===== config.mk =====
export PLATFORM = sky130hd
export DESIGN_NAME = multichannel_vca_linear_slew
export DESIGN_NICKNAME = d
export VERILOG_FILES = /design/src/hdl/mvls_pkg.sv /design/src/hdl/multichannel_vca_linear_slew.sv
export SDC_FILE = /design/constraint.sdc
export NUM_CORES = 2
export LEC_CHECK = 0
export ABC_AREA = 1
export ABC_CLOCK_PERIOD_IN_PS = 4600
export BUFFER_PORTS_ARGS = -buffer_cell sky130_fd_sc_hd__buf_2
export CAP_MARGIN = 20
export CORE_UTILIZATION = 40
export CTS_CLUSTER_SIZE = 24
export DETAILED_ROUTE_END_ITERATION = 12
export PLACE_DENSITY = 0.56
export SETUP_SLACK_MARGIN = 0.02
export SLEW_MARGIN = 20
export SYNTH_ARGS = -nofsm -noshare
export SYNTH_HDL_FRONTEND = slang
export SYNTH_SLANG_ARGS = --single-unit

===== constraint.sdc =====
create_clock -name clk -period 4.6 [get_ports clk]
set_input_delay 0.69 -clock clk [delete_from_list [all_inputs] [get_ports clk]]
set_output_delay 0.69 -clock clk [all_outputs]
set_load 0.01 [all_outputs]

===== src/hdl/mvls_pkg.sv =====
package mvls_pkg;

    localparam int SAMPLE_W  = 16;
    localparam int CELL_W    = 3;
    localparam int GAIN_W    = 32;
    localparam int RAMP_W    = 8;
    localparam int MCAND_W   = GAIN_W + 1;
    localparam int HI_W      = MCAND_W + 1;
    localparam int PROD_W    = HI_W + SAMPLE_W;
    localparam int CNT_W     = 5;
    localparam int MUL_STEPS = SAMPLE_W;
    localparam int DIV_STEPS = GAIN_W;
    localparam int GAIN_FRAC = 30;

    localparam logic [SAMPLE_W-1:0] LEVEL_ONE = 16'h8000;

    typedef struct packed {
        logic [CELL_W-1:0]          cell_req;
        logic                       block_start;
        logic signed [SAMPLE_W-1:0] control_voltage;
        logic signed [SAMPLE_W-1:0] sample_in;
    } vca_in_t;

    typedef struct packed {
        logic signed [SAMPLE_W-1:0] sample_out;
        logic [CELL_W-1:0]          out_cell;
    } vca_out_t;

    typedef enum logic [7:0] {
        S_IDLE = 8'b0000_0001,
        S_TMUL = 8'b0000_0010,
        S_TCMP = 8'b0000_0100,
        S_DIV  = 8'b0000_1000,
        S_STEP = 8'b0001_0000,
        S_RAMP = 8'b0010_0000,
        S_SMUL = 8'b0100_0000,
        S_FIN  = 8'b1000_0000
    } vca_state_t;

endpackage


===== src/hdl/multichannel_vca_linear_slew.sv =====
// Multichannel VCA with a shared level and a linear gain slew per cell. Each transfer carries
// one Q1.15 sample for one cell; the result is the sample times the cell's Q2.30 gain, floored
// and saturated to 16 bits. One item is handled at a time. The products come from a bit-serial
// shift-add multiplier, and a bit-serial divider forms the ramp step when a retarget changes
// the target. A cell index at or above NUM_CELLS returns a zero sample and changes no state.
// The level register resets to 1.0, and a written value above 1.0 is clamped to 1.0.
module multichannel_vca_linear_slew
    import mvls_pkg::*;
#(
    parameter int NUM_CELLS    = 8,
    parameter int RAMP_SAMPLES = 88
)
(
    input  logic                clk,
    input  logic                rst_n,
    input  logic                src_valid,
    output logic                src_stall,
    input  vca_in_t             src_item,
    output logic                dst_valid,
    input  logic                dst_stall,
    output vca_out_t            dst_item,
    input  logic                level_we,
    input  logic [SAMPLE_W-1:0] level_wdata
);

    localparam int CIW      = (NUM_CELLS > 1) ? $clog2(NUM_CELLS) : 1;
    localparam int RAMP_LEN = (RAMP_SAMPLES < 1) ? 1 : ((RAMP_SAMPLES > 255) ? 255 : RAMP_SAMPLES);
    localparam logic [RAMP_W-1:0] RAMP_INIT = RAMP_W'(RAMP_LEN);
    localparam logic [RAMP_W:0]   DIVISOR   = (RAMP_W + 1)'(RAMP_LEN);

    vca_state_t state_reg, state_next;
    logic [CNT_W-1:0] cnt_reg, cnt_next;

    logic [SAMPLE_W-1:0] level_reg;

    logic [CELL_W-1:0]          cell_reg, cell_next;
    logic                       in_range_reg, in_range_next;
    logic signed [SAMPLE_W-1:0] sample_reg, sample_next;

    logic [HI_W-1:0]     hi_reg, hi_next;
    logic [SAMPLE_W-1:0] lo_reg, lo_next;
    logic [MCAND_W-1:0]  mcand_reg, mcand_next;

    logic [GAIN_W-1:0] dvd_reg, dvd_next;
    logic [RAMP_W-1:0] rem_reg, rem_next;
    logic              neg_reg, neg_next;

    logic     dst_valid_reg, dst_valid_next;
    vca_out_t dst_item_reg, dst_item_next;

    logic signed [GAIN_W-1:0] gain_now_reg    [0:NUM_CELLS-1];
    logic signed [GAIN_W-1:0] gain_target_reg [0:NUM_CELLS-1];
    logic signed [GAIN_W-1:0] gain_step_reg   [0:NUM_CELLS-1];
    logic [RAMP_W-1:0]        ramp_left_reg   [0:NUM_CELLS-1];

    logic                     now_we, target_we, step_we, left_we;
    logic signed [GAIN_W-1:0] now_wdata, target_wdata, step_wdata;
    logic [RAMP_W-1:0]        left_wdata;

    logic [CIW-1:0]           idx;
    logic signed [GAIN_W-1:0] cur_now, cur_target, cur_step;
    logic [RAMP_W-1:0]        cur_left;

    logic              mul_last;
    logic [HI_W-1:0]   mcand_ext, addend, sum;
    logic [PROD_W-1:0] prod;
    logic signed [GAIN_W-1:0] tgt, gain_use;
    logic signed [GAIN_W:0]   diff;
    logic [GAIN_W:0]          diff_mag;
    logic [RAMP_W:0]          trial;
    logic                     trial_ge;
    logic [PROD_W-GAIN_FRAC-1:0] y;
    logic signed [SAMPLE_W-1:0]  y_sat;
    logic                        out_load;

    always_comb
    begin
        idx        = CIW'(cell_reg);
        cur_now    = gain_now_reg[idx];
        cur_target = gain_target_reg[idx];
        cur_step   = gain_step_reg[idx];
        cur_left   = ramp_left_reg[idx];

        mul_last  = (cnt_reg == CNT_W'(MUL_STEPS - 1));
        mcand_ext = {mcand_reg[MCAND_W-1], mcand_reg};
        if (!lo_reg[0])
        begin
            addend = '0;
        end
        else if (mul_last)
        begin
            addend = -mcand_ext;
        end
        else
        begin
            addend = mcand_ext;
        end
        sum  = hi_reg + addend;
        prod = {hi_reg, lo_reg};
        tgt  = prod[GAIN_W-1:0];

        diff     = {tgt[GAIN_W-1], tgt} - {cur_now[GAIN_W-1], cur_now};
        diff_mag = diff[GAIN_W] ? -diff : diff;

        trial    = {rem_reg, dvd_reg[GAIN_W-1]};
        trial_ge = (trial >= DIVISOR);

        if (cur_left == RAMP_W'(1))
        begin
            gain_use = cur_target;
        end
        else if (cur_left != '0)
        begin
            gain_use = cur_now + cur_step;
        end
        else
        begin
            gain_use = cur_now;
        end

        y = prod[PROD_W-1:GAIN_FRAC];
        if (y[PROD_W-GAIN_FRAC-1:SAMPLE_W-1] == '0 || y[PROD_W-GAIN_FRAC-1:SAMPLE_W-1] == '1)
        begin
            y_sat = y[SAMPLE_W-1:0];
        end
        else if (y[PROD_W-GAIN_FRAC-1])
        begin
            y_sat = 16'sh8000;
        end
        else
        begin
            y_sat = 16'sh7fff;
        end
    end

    assign out_load = (state_reg == S_FIN) && (!dst_valid_reg || !dst_stall);

    always_comb
    begin
        state_next     = state_reg;
        cnt_next       = cnt_reg + CNT_W'(1);
        cell_next      = cell_reg;
        in_range_next  = in_range_reg;
        sample_next    = sample_reg;
        hi_next        = {sum[HI_W-1], sum[HI_W-1:1]};
        lo_next        = {sum[0], lo_reg[SAMPLE_W-1:1]};
        mcand_next     = mcand_reg;
        dvd_next       = {dvd_reg[GAIN_W-2:0], trial_ge};
        rem_next       = trial_ge ? RAMP_W'(trial - DIVISOR) : trial[RAMP_W-1:0];
        neg_next       = neg_reg;
        dst_valid_next = dst_valid_reg && dst_stall;
        dst_item_next  = dst_item_reg;

        now_we       = 1'b0;
        target_we    = 1'b0;
        step_we      = 1'b0;
        left_we      = 1'b0;
        now_wdata    = gain_use;
        target_wdata = tgt;
        step_wdata   = neg_reg ? -dvd_reg : dvd_reg;
        left_wdata   = RAMP_INIT;

        case (state_reg)
            S_IDLE:
            begin
                hi_next    = hi_reg;
                lo_next    = lo_reg;
                dvd_next   = dvd_reg;
                rem_next   = rem_reg;
                if (src_valid)
                begin
                    cell_next     = src_item.cell_req;
                    sample_next   = src_item.sample_in;
                    in_range_next = ((CNT_W)'(src_item.cell_req) < CNT_W'(NUM_CELLS));
                    cnt_next      = '0;
                    hi_next       = '0;
                    lo_next       = src_item.control_voltage;
                    mcand_next    = MCAND_W'(level_reg);
                    if (!((CNT_W)'(src_item.cell_req) < CNT_W'(NUM_CELLS)))
                    begin
                        state_next = S_FIN;
                    end
                    else if (src_item.block_start)
                    begin
                        state_next = S_TMUL;
                    end
                    else
                    begin
                        state_next = S_RAMP;
                    end
                end
            end
            S_TMUL:
            begin
                if (mul_last)
                begin
                    state_next = S_TCMP;
                end
            end
            S_TCMP:
            begin
                hi_next  = hi_reg;
                lo_next  = lo_reg;
                cnt_next = '0;
                dvd_next = diff_mag[GAIN_W-1:0];
                rem_next = '0;
                neg_next = diff[GAIN_W];
                if (tgt != cur_target)
                begin
                    target_we  = 1'b1;
                    left_we    = 1'b1;
                    state_next = S_DIV;
                end
                else
                begin
                    state_next = S_RAMP;
                end
            end
            S_DIV:
            begin
                if (cnt_reg == CNT_W'(DIV_STEPS - 1))
                begin
                    state_next = S_STEP;
                end
            end
            S_STEP:
            begin
                dvd_next   = dvd_reg;
                rem_next   = rem_reg;
                step_we    = 1'b1;
                state_next = S_RAMP;
            end
            S_RAMP:
            begin
                if (cur_left != '0)
                begin
                    now_we     = 1'b1;
                    left_we    = 1'b1;
                    left_wdata = cur_left - RAMP_W'(1);
                end
                cnt_next   = '0;
                hi_next    = '0;
                lo_next    = sample_reg;
                mcand_next = {gain_use[GAIN_W-1], gain_use};
                state_next = S_SMUL;
            end
            S_SMUL:
            begin
                if (mul_last)
                begin
                    state_next = S_FIN;
                end
            end
            S_FIN:
            begin
                hi_next = hi_reg;
                lo_next = lo_reg;
                if (out_load)
                begin
                    dst_valid_next         = 1'b1;
                    dst_item_next.out_cell = cell_reg;
                    dst_item_next.sample_out = in_range_reg ? y_sat : '0;
                    state_next             = S_IDLE;
                end
            end
            default:
            begin
                state_next = S_IDLE;
            end
        endcase
    end

    always_ff @(posedge clk or negedge rst_n)
    begin
        if (!rst_n)
        begin
            state_reg     <= S_IDLE;
            cnt_reg       <= '0;
            dst_valid_reg <= 1'b0;
            level_reg     <= LEVEL_ONE;
            for (int i = 0; i < NUM_CELLS; i++)
            begin
                gain_now_reg[i]    <= '0;
                gain_target_reg[i] <= '0;
                gain_step_reg[i]   <= '0;
                ramp_left_reg[i]   <= '0;
            end
        end
        else
        begin
            state_reg     <= state_next;
            cnt_reg       <= cnt_next;
            dst_valid_reg <= dst_valid_next;
            if (level_we)
            begin
                level_reg <= (level_wdata > LEVEL_ONE) ? LEVEL_ONE : level_wdata;
            end
            if (now_we)
            begin
                gain_now_reg[idx] <= now_wdata;
            end
            if (target_we)
            begin
                gain_target_reg[idx] <= target_wdata;
            end
            if (step_we)
            begin
                gain_step_reg[idx] <= step_wdata;
            end
            if (left_we)
            begin
                ramp_left_reg[idx] <= left_wdata;
            end
        end
    end

    always_ff @(posedge clk)
    begin
        cell_reg     <= cell_next;
        in_range_reg <= in_range_next;
        sample_reg   <= sample_next;
        hi_reg       <= hi_next;
        lo_reg       <= lo_next;
        mcand_reg    <= mcand_next;
        dvd_reg      <= dvd_next;
        rem_reg      <= rem_next;
        neg_reg      <= neg_next;
        dst_item_reg <= dst_item_next;
    end

    assign src_stall = (state_reg != S_IDLE);
    assign dst_valid = dst_valid_reg;
    assign dst_item  = dst_item_reg;

`ifndef SYNTHESIS
    // A transfer on the input always starts work on the item.
    assert property (@(posedge clk) disable iff (!rst_n)
        src_valid && !src_stall |=> state_reg != S_IDLE)
        else $error("input transfer did not start processing");

    // A new result appears only when the final step of an item completes.
    assert property (@(posedge clk) disable iff (!rst_n)
        $rose(dst_valid) |-> $past(state_reg == S_FIN))
        else $error("result raised outside the final step");

    // The ramp counter of an addressed cell never exceeds the ramp length.
    assert property (@(posedge clk) disable iff (!rst_n)
        state_reg == S_RAMP && in_range_reg |-> cur_left <= RAMP_INIT)
        else $error("ramp counter out of range");

    // The ramp step is written only right after a full divider pass.
    assert property (@(posedge clk) disable iff (!rst_n)
        state_reg == S_STEP |-> $past(state_reg == S_DIV)
            && $past(cnt_reg == CNT_W'(DIV_STEPS - 1)))
        else $error("ramp step written without a full division");
`endif

endmodule


**After elaboration in Yosys (flattened, before gate mapping)**

Cells that the tools add are included.

- Input bits: 57
- Flip-flop bits (word level): 1,024
- Output and inout port bits: 21
- Logic and storage cells: 156

- Eq/ne operators: 19
- Order comparisons: 4
- Add/sub/neg operators: 9
- Bitwise gates (word level): 2
- Reductions and logical operators: 18
- Mux-type cells: 58

Operator list:

| operator | count |
|---|---|
| $bwmux 256 | 3 |
| $mux 32 | 11 |
| $bmux 32 s3 | 3 |
| $mux 34 | 3 |
| $pmux 34 s3 | 1 |
| $demux 32 s3 | 1 |
| $mux 8 | 11 |
| $pmux 33 s2 | 1 |
| $bwmux 64 | 1 |
| $mux 16 | 4 |
| $neg 32->32 | 2 |
| $pmux 32 s2 | 1 |
| $pmux 8 s8 | 1 |
| $pmux 16 s3 | 1 |
| $add 34x34->34 | 1 |
| $neg 34->34 | 1 |
| $mux 33 | 1 |
| $sub 32x32->33 | 1 |
| $add 32x32->32 | 1 |
| $ne 32x32->1 | 1 |
| $bmux 8 s3 | 1 |
| $demux 8 s3 | 1 |
| $eq 8x1->1 const B | 2 |
| $gt 16x16->1 const B | 1 |
| other kinds (34) | 55 |

**Depth between registers and ports, before layout**

- Word-level depth: 8
- Depth in mapped cells: 33
- Mapped depth without buffers: 29

**Worst setup path before layout**

Ideal clock, no wire load.

- Path kind: reg2reg
- From: register state_reg[0]
- To: register hi_reg[0], enable pin
- Required time: 4,083 ps
- Library setup time: 517 ps
- Arrival time: 4,567 ps
- Buffers on the path: 2
- Setup slack: -483 ps
- Stages on the path, launching flop included: 7
- Cells stage by stage: dfstp_2 > nor2_1 > inv_1 > nor4_2 > buf_2 > clkbuf_1 > nor3_1

- Word-level cells in the longest chain between the ends: 4

Ends and longest elaborated chain:

| item | RTL line | source |
|---|---|---|
| from (decl) | multichannel_vca_linear_slew.sv:31 | `vca_state_t state_reg, state_next;` |
| from (signal assigned) | multichannel_vca_linear_slew.sv:291 | `state_reg <= state_next;` |
| $eq 8x8->1 or $eq 8x3->1 (tied branches) | multichannel_vca_linear_slew.sv:163 | `case (state_reg)` |
| $reduce_or 2->1 (no line) | -- |  |
| $not 1->1 (no line) | -- |  |
| $reduce_and 2->1 (no line) * | -- |  |
| to (signal assigned) | multichannel_vca_linear_slew.sv:322 | `hi_reg <= hi_next;` |
| to (decl) | multichannel_vca_linear_slew.sv:40 | `logic [HI_W-1:0] hi_reg, hi_next;` |

Every way passes the cells marked *; elsewhere a longest branch is shown, timed or not.
A chain may end at the register's enable or synchronous reset.

**Final worst setup path**

- From: register cell_reg[0]
- To: register mcand_reg[20] (data pin)

- Word-level cells in the longest chain between the ends: 8

Ends and longest elaborated chain:

| item | RTL line | source |
|---|---|---|
| from (decl) | multichannel_vca_linear_slew.sv:36 | `logic [CELL_W-1:0] cell_reg, cell_next;` |
| from (signal assigned) | multichannel_vca_linear_slew.sv:319 | `cell_reg <= cell_next;` |
| $not 3->4 (not written as such) * | -- |  |
| $bmux 32 s3 (tied with other cells) | multichannel_vca_linear_slew.sv:79 | `cur_now = gain_now_reg[idx];` |
| $mux 32 (not written as such) (tied with other cells) (2 in series) | multichannel_vca_linear_slew.sv:79 |  |
| $add 32x32->32 or $reduce_bool 8->1 (tied branches) | multichannel_vca_linear_slew.sv:114, multichannel_vca_linear_slew.sv:112 |  |
| $mux 32 | multichannel_vca_linear_slew.sv:112 | `else if (cur_left != '0)` |
| $mux 32 * | multichannel_vca_linear_slew.sv:108 | `if (cur_left == RAMP_W'(1))` |
| $pmux 33 s2 * | multichannel_vca_linear_slew.sv:163 |  |
| to (signal assigned) | multichannel_vca_linear_slew.sv:324 | `mcand_reg <= mcand_next;` |
| to (decl) | multichannel_vca_linear_slew.sv:42 | `logic [MCAND_W-1:0] mcand_reg, mcand_next;` |

Every way passes the cells marked *; elsewhere a longest branch is shown, timed or not. The select of a mux whose other input is x is not followed.

==> metrics <==
worst vdd ir=0.000419 V; most used cell along the critical path=nand2_1; Die Footprint=136000 µm²; status=complete, no violations; Cell Rows=134; Clock transition at path regs=0.06 ns; FF-to-FF path depth=22; syn nets=6969; CORE AREA=133000 µm²; clock root buffer=clkbuf_16; first-pass GRT wire length=302 mm; chip width=369 µm; total number of vias=49200; clk_lat worst skew=0.76 ns; endpoints failing setup=0; DRC=0; area grow syn2layout=18.3%; Worst Path Arrival=4.94 ns; CTS tree=yes; pin count of the biggest net entering global routing=102; skew final=0.0382 ns; CTS Buf Count=114; Nets=7321; fin util=0.476; Critical Path Max Stage Delay=0.49 ns; fmax=225 MHz; Routed WL=203 mm; clock power share=0.249; post-synthesis cell count=6802; final setup TNS=0 ns; CTS max path bufs=3; Logic pwr share=0.428; final hold violations=0; IO Pins=78; H-tree depth=3; vias per cell=5.46; Post-Syn Area=53800 µm²; Final ANT Viol Nets=0; routability congestion estimate=0.980; CP endpoint=mcand_reg[20]$_SDFFCE_PN0P_; Async S/R FF share, synth=0.843; Leakage=30.2 nW; Critical R2R Launch=cell_reg[0]$_DFFE_PP_; Worst Setup End Kind=flop; FF+latch count, synth=1022; CP startpoint=cell_reg[0]$_DFFE_PP_; grt ovf=0; vias in the first global route=46400; share of cells above drive strength 1=0.132; sequential power share=0.323; filler instances=13200; R2R setup slack=0.16 ns; Syn Area/Cell=7.90 µm²; Cell Int Power=0.0218 W; type of origin of the critical path=flop; Iter 0 DRT Violations=5264; initial antenna violation count=10; Post-DP HPWL=142 mm; initial core utilization=0.403; Relative slew margins=0.163; Die Height=369 µm; Top FF cell, synth=dfrtp_1; Tot GR Track Use=0.295; total power divided by cell area=596 nW/µm²; worst r2r dst=mcand_reg[20]$_SDFFCE_PN0P_; MaxCap Viol Count=0; routed len/inst=22.5 µm; Switching Fraction=0.426; Post-synth EDFFs=160; min cycle time layout=4.44 ns; Warnings, synthesis=0; CP max stage cell=or4_1; Worst Hold Class=input port to asynchronous set/reset pin; Slew Viols, Final=0; worst-margin pin slew=1.25 ns; RSZ-0062 raised after global routing=yes; # clock sinks=1022; Crit Path Class=flop to flop; CP max FO=28; Detailed Routing Iterations Pass 1=6; Crit path required time=5.10 ns; worst-path cell chain=buf_4 > inv_4 > nand3_2 > buf_12 > o22ai_1 > or4_1 > buf_4 > ha_1 > a21oi_1 > o21ai_0 > nor2_1 > o21ai_0 > buf_4 > nand2_1 > nand2_1 > a21oi_1 > xnor2_1 > nand2_1 > nand2_1 > nand2_1 > buf_4 > nor2_1; net switching power=0.0161 W; Seq/Total Area, Yosys=0.491; IO Port Bufs=77; post-synth cell types=65; crit share post-route=0.965
==> synth_stat cells (107+ instances only) <==
| cell | n | share of area |
|---|---|---|
| a21oi_1 | 268 | 0.025 |
| buf_2 | 116 | 0.011 |
| clkbuf_1 | 135 | 0.0094 |
| dfrtp_1 | 860 | 0.40 |
| edfxtp_1 | 160 | 0.089 |
| ha_1 | 107 | 0.025 |
| inv_1 | 611 | 0.043 |
| nand2_1 | 2416 | 0.17 |
| nand3_1 | 270 | 0.025 |
| nor2_1 | 314 | 0.022 |
| o21ai_0 | 669 | 0.062 |
| o21ai_1 | 111 | 0.010 |
==> what timing repair did <==
action	CTS	global route
pin swaps	3	26
setup buffers	4	11
setup endpoints to repair	55	174
gates cloned	0	5
hold buffers	0	0
resized for setup	4	159
==> per-stage QoR <==
step | total power (W) | std cells | hold WS (ns) | setup WS (ns) | area, µm²
global route | 0.0399 | 9016 | 0.0903 | -0.0325 | 63600
CTS | 0.0372 | 9000 | 0.0486 | 0.0241 | 62800
floorplan | 0.0202 | 6802 | 0.394 | 0.255 | 53800
global placement | 0.0276 | 8784 | 0.447 | -0.0497 | 58900
detailed placement | 0.0277 | 8786 | 0.460 | -0.0866 | 59000
finish | 0.0379 | 9021 | 0.0390 | 0.160 | 63600
==> how the worst min path moves through the flow <==
stage,slack (ns),endpoint,cells past startpoint
CTS,0.05,gain_target_reg[222]$_DFFE_PN0P_,1
global route,0.09,sample_reg[14]$_DFFE_PP_,1
floorplan,0.39,cnt_reg[0]$_DFF_PN0_,0
finish,0.04,gain_now_reg[8]$_DFFE_PN0P_,1
detailed placement,0.46,gain_step_reg[225]$_DFFE_PN0P_,2
global placement,0.45,cnt_reg[0]$_DFF_PN0_,1
==> placed cells by master, fill, tap and decap left out, types with 25 or more instances in the layout <==
master and n:
nor3_1 47, ha_1 100, edfxtp_1 160, nand2_2 32, a221oi_1 67, nand3_1 267
a22oi_1 30, inv_1 603, clkbuf_16 121, buf_12 46, buf_4 406, dfrtp_1 860
o22ai_1 63, a22o_1 55, clkbuf_8 28, nand2_1 2388, buf_2 76, o21ai_0 658
clkbuf_1 25, xnor2_1 28, o21ai_1 121, nor2_1 279, nand4_1 55, a21oi_1 251
nor2_2 30, o211ai_1 26, xor2_1 75
==> worst max-delay path, delay by kind of cell, from the launching register on <==
| family | cells | cell delay, ns |
|---|---|---|
| AO/OA/AOI/OAI | 5 | 0.82 |
| XOR/XNOR | 1 | 0.13 |
| adder cells (fa/ha/maj) | 1 | 0.32 |
| buffers and inverters | 6 | 1.03 |
| flip-flops | 1 | 0.38 |
| AND/OR/NAND/NOR | 9 | 1.37 |
==> logic make-up after synthesis <==
| logic type | after synthesis | share of synthesized area |
|---|---|---|
| buffers and inverters | 953 | 0.0724 |
| AND/OR/NAND/NOR | 3215 | 0.244 |
| flip-flops | 1022 | 0.491 |
| adder cells (fa/ha/maj) | 110 | 0.0260 |
| AO/OA/AOI/OAI | 1397 | 0.150 |
| XOR/XNOR | 105 | 0.0171 |
==> routing by layer <==
metal | global-route usage | routed length (µm) | up-vias
met5 | 0 | 48 | -
met4 | 0.107 | 7720 | 8
met3 | 0.0522 | 18300 | 332
met2 | 0.446 | 87700 | 2080
met1 | 0.422 | 89300 | 23800
li1 | - | - | 23000
==> power by group through the flow <==
stage	logic (W)	clock network (W)	registers, W
floorplan	0.00848	0	0.0117
finish	0.0162	0.00942	0.0122
CTS	0.0154	0.00955	0.0122
global route	0.0177	0.00988	0.0123
detailed placement	0.0154	0	0.0123
global placement	0.0153	0	0.0124
==> cell type report <==
| type | instances | area (µm²) | area share |
|---|---|---|---|
| clock inverter | 41 | 448 | 0.00704 |
| clock buffer | 169 | 3380 | 0.0532 |
| tap | 1768 | 2210 | 0.0348 |
| multi-input combinational | 4827 | 24100 | 0.378 |
| timing repair buffer | 546 | 4650 | 0.0732 |
| sequential | 1022 | 26400 | 0.415 |
| antenna | 5 | 12.5 | 0.000197 |
| inverter | 643 | 2440 | 0.0384 |
Note: power is estimated with default switching activity, not from simulation.
